$ cat src/hdl/cspe_pkg.sv
// Package for the clock sync peer engine: payload structs, codes, constants.
// No dependencies.
package cspe_pkg;
  localparam int unsigned CfgW = 20;
  localparam int unsigned MaxResults = 16;
  localparam int unsigned OffW = 50;

  typedef enum logic [3:0] {
    REQ_TICK = 4'd0, REQ_HELLO = 4'd1, REQ_CONNECT = 4'd2, REQ_ACK_CONNECT = 4'd3,
    REQ_SYNC_BEGIN = 4'd4, REQ_DELAY_REQ = 4'd5, REQ_DELAY_RESP = 4'd6,
    REQ_LEADER = 4'd7, REQ_GET_TIME = 4'd8
  } req_code_t;

  typedef enum logic [2:0] {
    SEND_NONE = 3'd0, SEND_ERROR = 3'd1, SEND_HELLO_REPLY = 3'd2, SEND_ACK_CONNECT = 3'd3,
    SEND_SYNC_BEGIN = 3'd4, SEND_DELAY_REQ = 3'd5, SEND_DELAY_RESP = 3'd6, SEND_TIME = 3'd7
  } send_code_t;

  localparam logic CFG_SYNC_TIMEOUT = 1'b0;
  localparam logic CFG_ANNOUNCE_PERIOD = 1'b1;
  localparam logic [CfgW-1:0] SyncTimeoutReset = 20'd21000;
  localparam logic [CfgW-1:0] AnnouncePeriodReset = 20'd6000;
  localparam logic [7:0] LevelUnsynced = 8'd255;
  localparam logic [7:0] LevelNoAnnounce = 8'd254;

  typedef struct packed {
    logic [3:0]         req_type;
    logic [31:0]        sender_addr;
    logic [15:0]        src_port;
    logic [7:0]         msg_level;
    logic signed [47:0] msg_timestamp;
    logic [46:0]        now_ms;
  } req_t;

  typedef struct packed {
    logic [2:0]         send_kind;
    logic [31:0]        dest_addr;
    logic [15:0]        dest_port;
    logic [7:0]         out_level;
    logic signed [47:0] out_timestamp;
    logic               last_of_run;
  } send_t;

  // 64-bit signed saturation to 48 bits
  function automatic logic signed [47:0] sat48(input logic signed [63:0] v);
    logic signed [63:0] hi;
    logic signed [63:0] lo;
    hi = 64'sh0000_7FFF_FFFF_FFFF;
    lo = -hi - 64'sd1;
    if (v > hi) sat48 = hi[47:0];
    else if (v < lo) sat48 = lo[47:0];
    else sat48 = v[47:0];
  endfunction

  function automatic logic signed [OffW-1:0] sat50(input logic signed [63:0] v);
    logic signed [63:0] hi;
    logic signed [63:0] lo;
    hi = 64'sh0001_FFFF_FFFF_FFFF;
    lo = -hi - 64'sd1;
    if (v > hi) sat50 = hi[OffW-1:0];
    else if (v < lo) sat50 = lo[OffW-1:0];
    else sat50 = v[OffW-1:0];
  endfunction
endpackage

$ cat src/hdl/cspe_front.sv
// Front end: a two-entry queue of transactions.
// Depends on cspe_pkg.
module cspe_front
  import cspe_pkg::*;
(
  input  logic clk,
  input  logic rst,
  input  logic in_valid,
  output logic in_ready,
  input  req_t in_item,
  output logic q_valid,
  input  logic q_pop,
  output req_t q_item
);
  req_t   buf_q [2];
  logic   wr_ptr, rd_ptr;
  logic [1:0] count;

  assign in_ready = (count != 2'd2);
  assign q_valid  = (count != 2'd0);
  assign q_item   = buf_q[rd_ptr];

  always_ff @(posedge clk) begin
    if (rst) begin
      wr_ptr <= 1'b0;
      rd_ptr <= 1'b0;
      count  <= 2'd0;
    end else begin
      if (in_valid && in_ready) begin
        buf_q[wr_ptr] <= in_item;
        wr_ptr <= ~wr_ptr;
      end
      if (q_pop && q_valid) rd_ptr <= ~rd_ptr;
      count <= count + 2'((in_valid && in_ready) ? 1 : 0) - 2'((q_pop && q_valid) ? 1 : 0);
    end
  end
endmodule

$ cat src/hdl/cspe_back.sv
// Back end: sequencer that runs one transaction over several cycles,
// walks the peer table and emits results through an output register.
// Depends on cspe_pkg.
module cspe_back
  import cspe_pkg::*;
#(
  parameter int unsigned PEER_SLOTS = 16
) (
  input  logic            clk,
  input  logic            rst,
  input  logic            cfg_we,
  input  logic            cfg_idx,
  input  logic [CfgW-1:0] cfg_data,
  input  logic            q_valid,
  output logic            q_pop,
  input  req_t            q_item,
  output logic            out_valid,
  input  logic            out_ready,
  output send_t           out_item
);
  localparam int unsigned IdxW = (PEER_SLOTS > 1) ? $clog2(PEER_SLOTS) : 1;
  localparam int unsigned CntW = $clog2(PEER_SLOTS + 1);

  typedef enum logic [5:0] {
    ST_IDLE  = 6'b000001,
    ST_TMO   = 6'b000010,
    ST_DISP  = 6'b000100,
    ST_SCAN  = 6'b001000,
    ST_ACT   = 6'b010000,
    ST_EMIT  = 6'b100000
  } state_t;

  state_t state;
  req_t   cur;
  logic [47:0] peer_table [PEER_SLOTS];
  logic [CntW-1:0] peer_fill;
  logic [7:0]  my_level;
  logic [47:0] synced_peer, candidate_peer;
  logic        synchronizing;
  logic signed [OffW-1:0] current_offset, pending_offset;
  logic [46:0] last_sync_ms, last_announce_ms;
  logic [CfgW-1:0] sync_timeout_ms, announce_period_ms;

  logic [CntW-1:0] scan_i;
  logic [4:0]      emitted;
  logic            found;
  logic [47:0]     sender;
  logic            tmo_hit, ann_hit;
  logic signed [63:0] synced_time;
  logic            slot_free;

  assign sender = {cur.sender_addr, cur.src_port};
  assign slot_free = (peer_fill < CntW'(PEER_SLOTS));
  assign synced_time = $signed({17'd0, cur.now_ms}) - 64'(current_offset);

  // elapsed time clamps to 0 when the clock runs backwards
  always_comb begin
    tmo_hit = 1'b0;
    if (cur.now_ms >= last_sync_ms)
      tmo_hit = ((cur.now_ms - last_sync_ms) >= 47'(sync_timeout_ms));
    else
      tmo_hit = (sync_timeout_ms == '0);
    ann_hit = 1'b0;
    if (cur.now_ms >= last_announce_ms)
      ann_hit = ((cur.now_ms - last_announce_ms) >= 47'(announce_period_ms));
    else
      ann_hit = (announce_period_ms == '0);
  end

  assign q_pop = (state == ST_IDLE) && q_valid;

  task automatic put(input send_code_t k, input logic [47:0] p, input logic [7:0] lv,
                     input logic signed [63:0] ts, input logic last);
    out_valid <= 1'b1;
    out_item.send_kind <= k;
    out_item.dest_addr <= p[47:16];
    out_item.dest_port <= p[15:0];
    out_item.out_level <= lv;
    out_item.out_timestamp <= sat48(ts);
    out_item.last_of_run <= last;
  endtask

  always_ff @(posedge clk) begin
    if (rst) begin
      state <= ST_IDLE;
      out_valid <= 1'b0;
      peer_fill <= '0;
      my_level <= LevelUnsynced;
      synced_peer <= '0;
      candidate_peer <= '0;
      synchronizing <= 1'b0;
      current_offset <= '0;
      pending_offset <= '0;
      last_sync_ms <= '0;
      last_announce_ms <= '0;
      sync_timeout_ms <= SyncTimeoutReset;
      announce_period_ms <= AnnouncePeriodReset;
      scan_i <= '0;
      emitted <= '0;
      found <= 1'b0;
    end else begin
      if (cfg_we) begin
        unique case (cfg_idx)
          CFG_SYNC_TIMEOUT:    sync_timeout_ms <= cfg_data;
          CFG_ANNOUNCE_PERIOD: announce_period_ms <= cfg_data;
          default: ;
        endcase
      end
      unique case (state)
        ST_IDLE: begin
          if (out_ready) out_valid <= 1'b0;
          if (q_valid) begin
            cur <= q_item;
            state <= ST_TMO;
          end
        end
        ST_TMO: begin
          if (out_ready) out_valid <= 1'b0;
          if (my_level != LevelUnsynced && synced_peer[47:16] != '0 && tmo_hit) begin
            my_level <= LevelUnsynced;
            synced_peer <= '0;
            current_offset <= '0;
          end
          scan_i <= '0;
          found <= 1'b0;
          emitted <= '0;
          state <= ST_DISP;
        end
        ST_DISP: begin
          if (out_ready) out_valid <= 1'b0;
          if (cur.req_type == REQ_TICK) begin
            if ((my_level < LevelNoAnnounce) && ann_hit) begin
              last_announce_ms <= cur.now_ms;
              state <= (peer_fill == '0) ? ST_IDLE : ST_EMIT;
            end else state <= ST_IDLE;
          end else if (cur.req_type == REQ_SYNC_BEGIN || cur.req_type == REQ_DELAY_REQ)
            state <= ST_SCAN;
          else state <= ST_ACT;
        end
        ST_SCAN: begin
          // one table entry per cycle
          if (out_ready) out_valid <= 1'b0;
          if (scan_i >= peer_fill) state <= ST_ACT;
          else begin
            if (peer_table[scan_i[IdxW-1:0]] == sender) found <= 1'b1;
            scan_i <= scan_i + CntW'(1);
          end
        end
        ST_ACT: begin
          // arms that send nothing drop out_valid themselves
          if (!out_valid || out_ready) begin
            state <= ST_IDLE;
            case (cur.req_type)
              REQ_HELLO: begin
                put(SEND_HELLO_REPLY, sender, 8'd0, 64'sd0, 1'b1);
                if (slot_free) begin
                  peer_table[peer_fill[IdxW-1:0]] <= sender;
                  peer_fill <= peer_fill + CntW'(1);
                end
              end
              REQ_CONNECT: begin
                if (slot_free) begin
                  peer_table[peer_fill[IdxW-1:0]] <= sender;
                  peer_fill <= peer_fill + CntW'(1);
                  put(SEND_ACK_CONNECT, sender, 8'd0, 64'sd0, 1'b1);
                end else put(SEND_ERROR, sender, 8'd0, 64'sd0, 1'b1);
              end
              REQ_SYNC_BEGIN: begin
                if (found && cur.msg_level < LevelNoAnnounce) begin
                  logic do_sync;
                  do_sync = synchronizing;
                  if (synced_peer == sender) begin
                    last_sync_ms <= cur.now_ms;
                    if (cur.msg_level >= my_level) begin
                      my_level <= LevelUnsynced;
                      synced_peer <= '0;
                      synchronizing <= 1'b0;
                      do_sync = 1'b0;
                    end else begin
                      candidate_peer <= sender;
                      synchronizing <= 1'b1;
                      do_sync = 1'b1;
                    end
                  end else if ({1'b0, cur.msg_level} < ({1'b0, my_level} - 9'd1)
                               && my_level != 8'd0) begin
                    candidate_peer <= sender;
                    synchronizing <= 1'b1;
                    last_sync_ms <= cur.now_ms;
                    do_sync = 1'b1;
                  end
                  if (do_sync) begin
                    pending_offset <= sat50(($signed({17'd0, cur.now_ms}) <<< 1)
                                            - 64'(cur.msg_timestamp));
                    put(SEND_DELAY_REQ, sender, 8'd0, 64'sd0, 1'b1);
                  end else out_valid <= 1'b0;
                end else put(SEND_ERROR, sender, 8'd0, 64'sd0, 1'b1);
              end
              REQ_DELAY_REQ: begin
                if (my_level != LevelUnsynced && found)
                  put(SEND_DELAY_RESP, sender, my_level, $signed({17'd0, cur.now_ms}), 1'b1);
                else put(SEND_ERROR, sender, 8'd0, 64'sd0, 1'b1);
              end
              REQ_DELAY_RESP: begin
                if (synchronizing && candidate_peer == sender) begin
                  logic signed [OffW-1:0] po;
                  po = sat50(64'(pending_offset) - 64'(cur.msg_timestamp));
                  pending_offset <= po;
                  current_offset <= po / 2;
                  my_level <= cur.msg_level + 8'd1;
                  synced_peer <= sender;
                  synchronizing <= 1'b0;
                  out_valid <= 1'b0;
                end else put(SEND_ERROR, sender, 8'd0, 64'sd0, 1'b1);
              end
              REQ_LEADER: begin
                if (cur.msg_level == 8'd0) begin
                  my_level <= 8'd0;
                  out_valid <= 1'b0;
                end else if (cur.msg_level == LevelUnsynced && my_level == 8'd0) begin
                  my_level <= LevelUnsynced;
                  out_valid <= 1'b0;
                end else put(SEND_ERROR, sender, 8'd0, 64'sd0, 1'b1);
              end
              REQ_GET_TIME: begin
                put(SEND_TIME, sender, my_level,
                    (my_level != LevelUnsynced) ? synced_time
                                                : $signed({17'd0, cur.now_ms}), 1'b1);
              end
              default: put(SEND_ERROR, sender, 8'd0, 64'sd0, 1'b1);
            endcase
          end
        end
        ST_EMIT: begin
          // announcement: one sync message per peer, at most MaxResults
          if (!out_valid || out_ready) begin
            logic last;
            last = ((scan_i + CntW'(1)) >= peer_fill) || (emitted == 5'(MaxResults - 1));
            put(SEND_SYNC_BEGIN, peer_table[scan_i[IdxW-1:0]], my_level, synced_time, last);
            scan_i <= scan_i + CntW'(1);
            emitted <= emitted + 5'd1;
            if (last) state <= ST_IDLE;
          end
        end
        default: begin
          if (out_ready) out_valid <= 1'b0;
          state <= ST_IDLE;
        end
      endcase
    end
  end
endmodule

$ cat src/hdl/clock_sync_peer_engine.sv
// Clock sync peer engine top: front queue and back-end sequencer; needs cspe_pkg.
// Path: an accepted transaction is queued in the front end, then taken by the sequencer
// through IDLE, TMO and DISP, a table search (SCAN) for received sync announcements and
// delay requests, and ACT, which loads the output register; an announcing tick uses EMIT,
// one message per announced peer. One transaction at a time; output stalls hold it up.
// Reset (rst, synchronous): level 255, empty table, registers to 21000 / 6000.
module clock_sync_peer_engine
  import cspe_pkg::*;
#(
  parameter int unsigned PEER_SLOTS = 16
) (
  input  logic            clk,
  input  logic            rst,
  input  logic            cfg_we,
  input  logic            cfg_idx,
  input  logic [CfgW-1:0] cfg_data,
  input  logic            in_valid,
  output logic            in_ready,
  input  req_t            in_item,
  output logic            out_valid,
  input  logic            out_ready,
  output send_t           out_item
);
  // front queue decouples message intake from the sequencer
  logic q_valid, q_pop;
  req_t q_item;

  cspe_front u_front (
    .clk, .rst, .in_valid, .in_ready, .in_item,
    .q_valid, .q_pop, .q_item
  );

  // back end owns all protocol state and the output register
  cspe_back #(.PEER_SLOTS(PEER_SLOTS)) u_back (
    .clk, .rst, .cfg_we, .cfg_idx, .cfg_data,
    .q_valid, .q_pop, .q_item,
    .out_valid, .out_ready, .out_item
  );
endmodule

$ cat config.mk
export PLATFORM = sky130hd
export DESIGN_NAME = clock_sync_peer_engine
export DESIGN_NICKNAME = d
export VERILOG_FILES = /design/src/hdl/cspe_pkg.sv /design/src/hdl/cspe_front.sv /design/src/hdl/cspe_back.sv /design/src/hdl/clock_sync_peer_engine.sv
export SDC_FILE = /design/constraint.sdc
export NUM_CORES = 2
export LEC_CHECK = 0
export ABC_AREA = 1
export BUFFER_PORTS_ARGS = -buffer_cell sky130_fd_sc_hd__buf_2
export CAP_MARGIN = 20
export CORE_MARGIN = 2
export CORE_UTILIZATION = 57
export DETAILED_ROUTE_END_ITERATION = 6
export GPL_TIMING_DRIVEN = 0
export PLACE_DENSITY = 0.75
export SLEW_MARGIN = 20
export SYNTH_ARGS = -nofsm -noshare
export SYNTH_HDL_FRONTEND = slang
export SYNTH_SLANG_ARGS = --single-unit
$ cat constraint.sdc
create_clock -name clk -period 13.6 [get_ports clk]
set_input_delay 2.72 -clock clk [delete_from_list [all_inputs] [get_ports clk]]
set_output_delay 2.72 -clock clk [all_outputs]
set_load 0.005 [all_outputs]
==> metrics.md <==
| Metric | Value |
|---|---|
| Status | `complete, but fails checks` |
| Failing checks | `DRC` |
| Layout Skew | `approximately 0.09 ns` |
| Crit-path slowest cell | `edfxtp_1` |
| Comb power frac | `27.3%` |
| Type of element launching the critical path | `flip-flop` |
| 1st-iter DRT viols | `approximately 12000` |
| Pwr Density | `157 nW/µm²` |
| Peak supply drop | `between 0.00015 and 0.0002 V` |
| Compound-cell area share of the yosys netlist | `12.9%` |
| Commonest non-fill, non-tap cells in the layout | `nand2_1, edfxtp_1, nor2_1` |
| Reg power frac | `a little over two fifths` |
| CP dominant cell by count | `nand2_1` |
| Total Die Area | `between 150000 and 200000 µm²` |
| # setup viols final | `0` |
| Final-stage net count | `approximately 11000` |
| Final hold violations | `0` |
| Post-synthesis average cell area | `roughly 8.8 µm²` |
| I/O Pins | `slightly below 300` |
| Min-delay worst type | `reg2reg` |
| Post-DR vias/cell | `roughly 6.2` |
| R2R setup slack | `a little over 6 ns` |
| Slew HR | `13.6%` |
| Die height | `~400 µm` |
| Adder-Cell Fraction of Synth Area | `around 4.6%` |
| Yosys reg bits | `1711` |
| Synthesized instance count | `~10000` |
| Crit. Startpoint | `u_back.cur[0]` |
| Syn nets | `around 11000` |
| Mux cell area share after synthesis | `0.0451%` |
| Leakage power | `around 41 nW` |
| Max incr delay on CP | `0.80 ns` |
| Worst Path Required | `approximately 14 ns` |
| Largest net degree at the start of global routing | `61` |
| Clock transition at the registers of the reported paths | `0.06 ns` |
| Switch Pwr | `~0.0058 W` |
| R2r endpoint | `u_back.last_announce_ms[30]` |
| Mean routed wirelength per cell | `roughly 27 µm` |
| Final ANT Viol Nets | `0` |
| Int Pwr | `~0.01 W` |
| Share of cells above drive strength 1 | `roughly 7.7%` |
| CTS tree | `built` |
| Die X | `between 300 and 400 µm` |
| Commonest non-fill, non-tap cell in the layout | `nand2_1` |
| Total gr overflow | `0` |
| CTS H-tree lvls | `4` |
| WS Path Type | `reg2reg` |
| WHS Path Cells | `2` |
| HP Start | `u_back.current_offset[3]` |
| Clock Latency Late Sink | `between 0.8 and 0.9 ns` |
| Max FO, Critical Path | `10` |
| Initial antenna violation count | `23` |
| Yosys top cell by area | `edfxtp_1` |
| Vias | `~80000` |
| Switching part of the total | `a little under two fifths` |
| Synth cell types | `62` |
| Largest family of logic cells by synthesized area | `simple AND/OR/NAND/NOR gates` |
| Top post-synthesis cells by area | `edfxtp_1, nand2_1, dfxtp_1, nor2_1, o21ai_0` |
| Area Growth Syn to Fin | `13.3%` |
| CTS buffer count | `about 170` |
| MaxCap Viol Count | `0` |
| Reg2Reg Depth | `28` |
| Drt total wl | `350000 µm` |
| Site Rows | `around 140` |
| Reg-to-reg critical path startpoint | `u_back.cur[0]` |
| First-pass GRT wire length | `between 400000 and 500000 µm` |
| Post-layout util | `65.1%` |
| Post-synth EDFFs | `1341` |
| Num Clock Sinks | `~1700` |
| Post-Syn Area | `between 80000 and 90000 µm²` |
| Total track usage | `43.4%` |
| Period minus WS final | `between 7 and 8 ns` |
| Sequential area share after synthesis | `a little over half` |
| Post-route DRC | `22` |
| Slew Limit Fails | `0` |
| Part of the cycle the worst path needs | `a little under three fifths` |
| Core area | `154000 µm²` |
| Measured slew at the worst slew-check pin | `1.30 ns` |
| Xor and xnor area share after synthesis | `around 2.3%` |
| Primary FF master, synth | `edfxtp_1` |
| Simple-gate share of the synthesized area | `20.1%` |
| Post-CTS Hold Buffers | `0` |
| Root buf cell | `clkbuf_16` |
| Fillers | `~13000` |
| Post-CTS sizing | `0` |
| Final HPWL from detailed placement | `263000 µm` |
| Arrival @ worst endpoint | `around 8.3 ns` |
| TritonRoute pass-1 iters | `7` |
| Clock power share | `30.2%` |
| Fmax | `roughly 0.13 GHz` |
| Clock Path Buffers | `3` |
| Hold EP | `u_back.current_offset[3]` |
| Vias in the first global route | `about 76000` |
| Async SR Flop Fraction | `0%` |
| RePlAce Congestion | `between 1 and 1.5` |
| Port bufs | `290` |
| Initial Util | `between 50% and 60%` |
| Yosys top cell area share | `45.4%` |
| Worst Setup End Kind | `flip-flop` |
| Yosys warning total | `0` |
| Post-CTS Setup Bufs | `0` |
| Final hold slack | `~0.47 ns` |
| RSZ-0062 raised after global routing | `no` |
## cell usage after synthesis, types with 9 or more instances
cell type / instances
nand2_1: 2469
edfxtp_1: 1341
nor2_1: 1209
inv_1: 1079
o21ai_0: 897
a21oi_1: 563
dfxtp_1: 370
nand3_1: 350
ha_1: 320
clkbuf_1: 312
xor2_1: 170
o221ai_1: 149
nand4_1: 117
o211ai_1: 100
a31oi_1: 65
xnor2_1: 63
o22ai_1: 60
nor3_1: 59
nor4_1: 52
o21bai_1: 50
nor2_2: 36
a21o_1: 35
buf_2: 29
nand2_2: 28
o21a_1: 25
buf_1: 21
or2_2: 18
inv_2: 13
and3_1: 11
buf_4: 10
a21boi_0: 9
a221oi_1: 9
nand3b_1: 9
## power by group through the flow
stage	Sequential (W)	Clock, W	Combinational [W]
finish	0.00670	0.00477	0.00430
global route	0.00668	0.00495	0.00467
CTS	0.00667	0.00475	0.00415
detailed placement	0.00678	0	0.00412
global placement	0.00686	0	0.00399
floorplan	0.00647	0	0.00267
## worst max-delay path by stage
| stage | to | cells after the start |
|---|---|---|
| 2_1_floorplan | u_front.buf_q[0][0] | 3 |
| 3_3_place_gp | u_front.buf_q[0][90] | 4 |
| 3_5_place_dp | u_back.last_announce_ms[30] | 28 |
| 4_1_cts | u_back.last_announce_ms[30] | 28 |
| 5_1_grt | u_back.last_announce_ms[38] | 28 |
| 6_report | u_back.last_announce_ms[30] | 28 |
## layout make-up
cell class              instances  area (µm²)  area share [%]
flip-flops and latches       1711       47700            47.4
plain buffers                 376        1540            1.53
clock inverters               103        1060            1.06
multi-input cells            6949       35600            35.4
well taps                    2044        2560            2.54
clock buffers                 208        4590            4.56
inverters                    1100        4130            4.11
repair buffers                379        3320            3.31
diodes                         16        40.0          0.0398
## state kept, by name, summed over array words and instances, names as in the netlist, named ones only
signal                     count
u_back.sync_timeout_ms        20
u_back.synchronizing           1
u_front.rd_ptr                 1
u_back.last_announce_ms       47
u_front.wr_ptr                 1
u_back.cur                   155
u_front.count                  2
u_back.peer_fill               5
u_back.announce_period_ms     20
u_back.candidate_peer         48
u_back.last_sync_ms           47
u_back.emitted                 5
u_back.synced_peer            48
u_front.buf_q                310
u_back.pending_offset         50
u_back.out_item              108
u_back.peer_table            768
u_back.my_level                8
u_back.found                   1
u_back.current_offset         50
u_back.scan_i                  5
u_back.state                   6
u_back.out_valid               1
## per-stage QoR
stage | setup TNS, ns | total power, W | std cells | instance area, µm² | worst slack, ns
2_1_floorplan | 0 | 0.00913 | 10100 | 88800 | 3.35
3_3_place_gp | -643.75 | 0.0109 | 12500 | 92800 | -2.52
3_5_place_dp | 0 | 0.0109 | 12600 | 94700 | 6.47
4_1_cts | 0 | 0.0156 | 12900 | 100000 | 6.45
5_1_grt | 0 | 0.0163 | 12900 | 100000 | 5.96
6_report | 0 | 0.0158 | 12900 | 101000 | 6.08
## per-layer routing
layer / global-route usage [%] / vias to the layer above / wire (µm)
li1: - / 35500 / -
met1: 53.5 / 37300 / 125000
met2: 67.0 / 5737 / 153000
met3: 11.1 / 1435 / 42200
met4: 30.5 / 8 / 30100
met5: 0 / - / 55
## critical path: cells and delay by family (launching register included)
family / cells / cell delay (ns)
buf+inv: 4 / 1.31
xor+xnor: 1 / 0.31
simple gates: 20 / 4.08
flops: 1 / 0.80
fa+ha+maj: 3 / 0.93
## logic make-up (layout without fill, tap and decap cells)
| kind of cell | Yosys count | in the layout |
|---|---|---|
| adder cells (fa/ha/maj) | 325 | 325 |
| AND/OR/NAND/NOR | 4383 | 4383 |
| XOR/XNOR | 233 | 233 |
| AO/OA/AOI/OAI | 2004 | 2004 |
| multiplexers | 4 | 4 |
| other | 0 | 16 |
| flip-flops | 1711 | 1711 |
| buffers and inverters | 1476 | 2166 |
(Power assumes the default switching activity.)
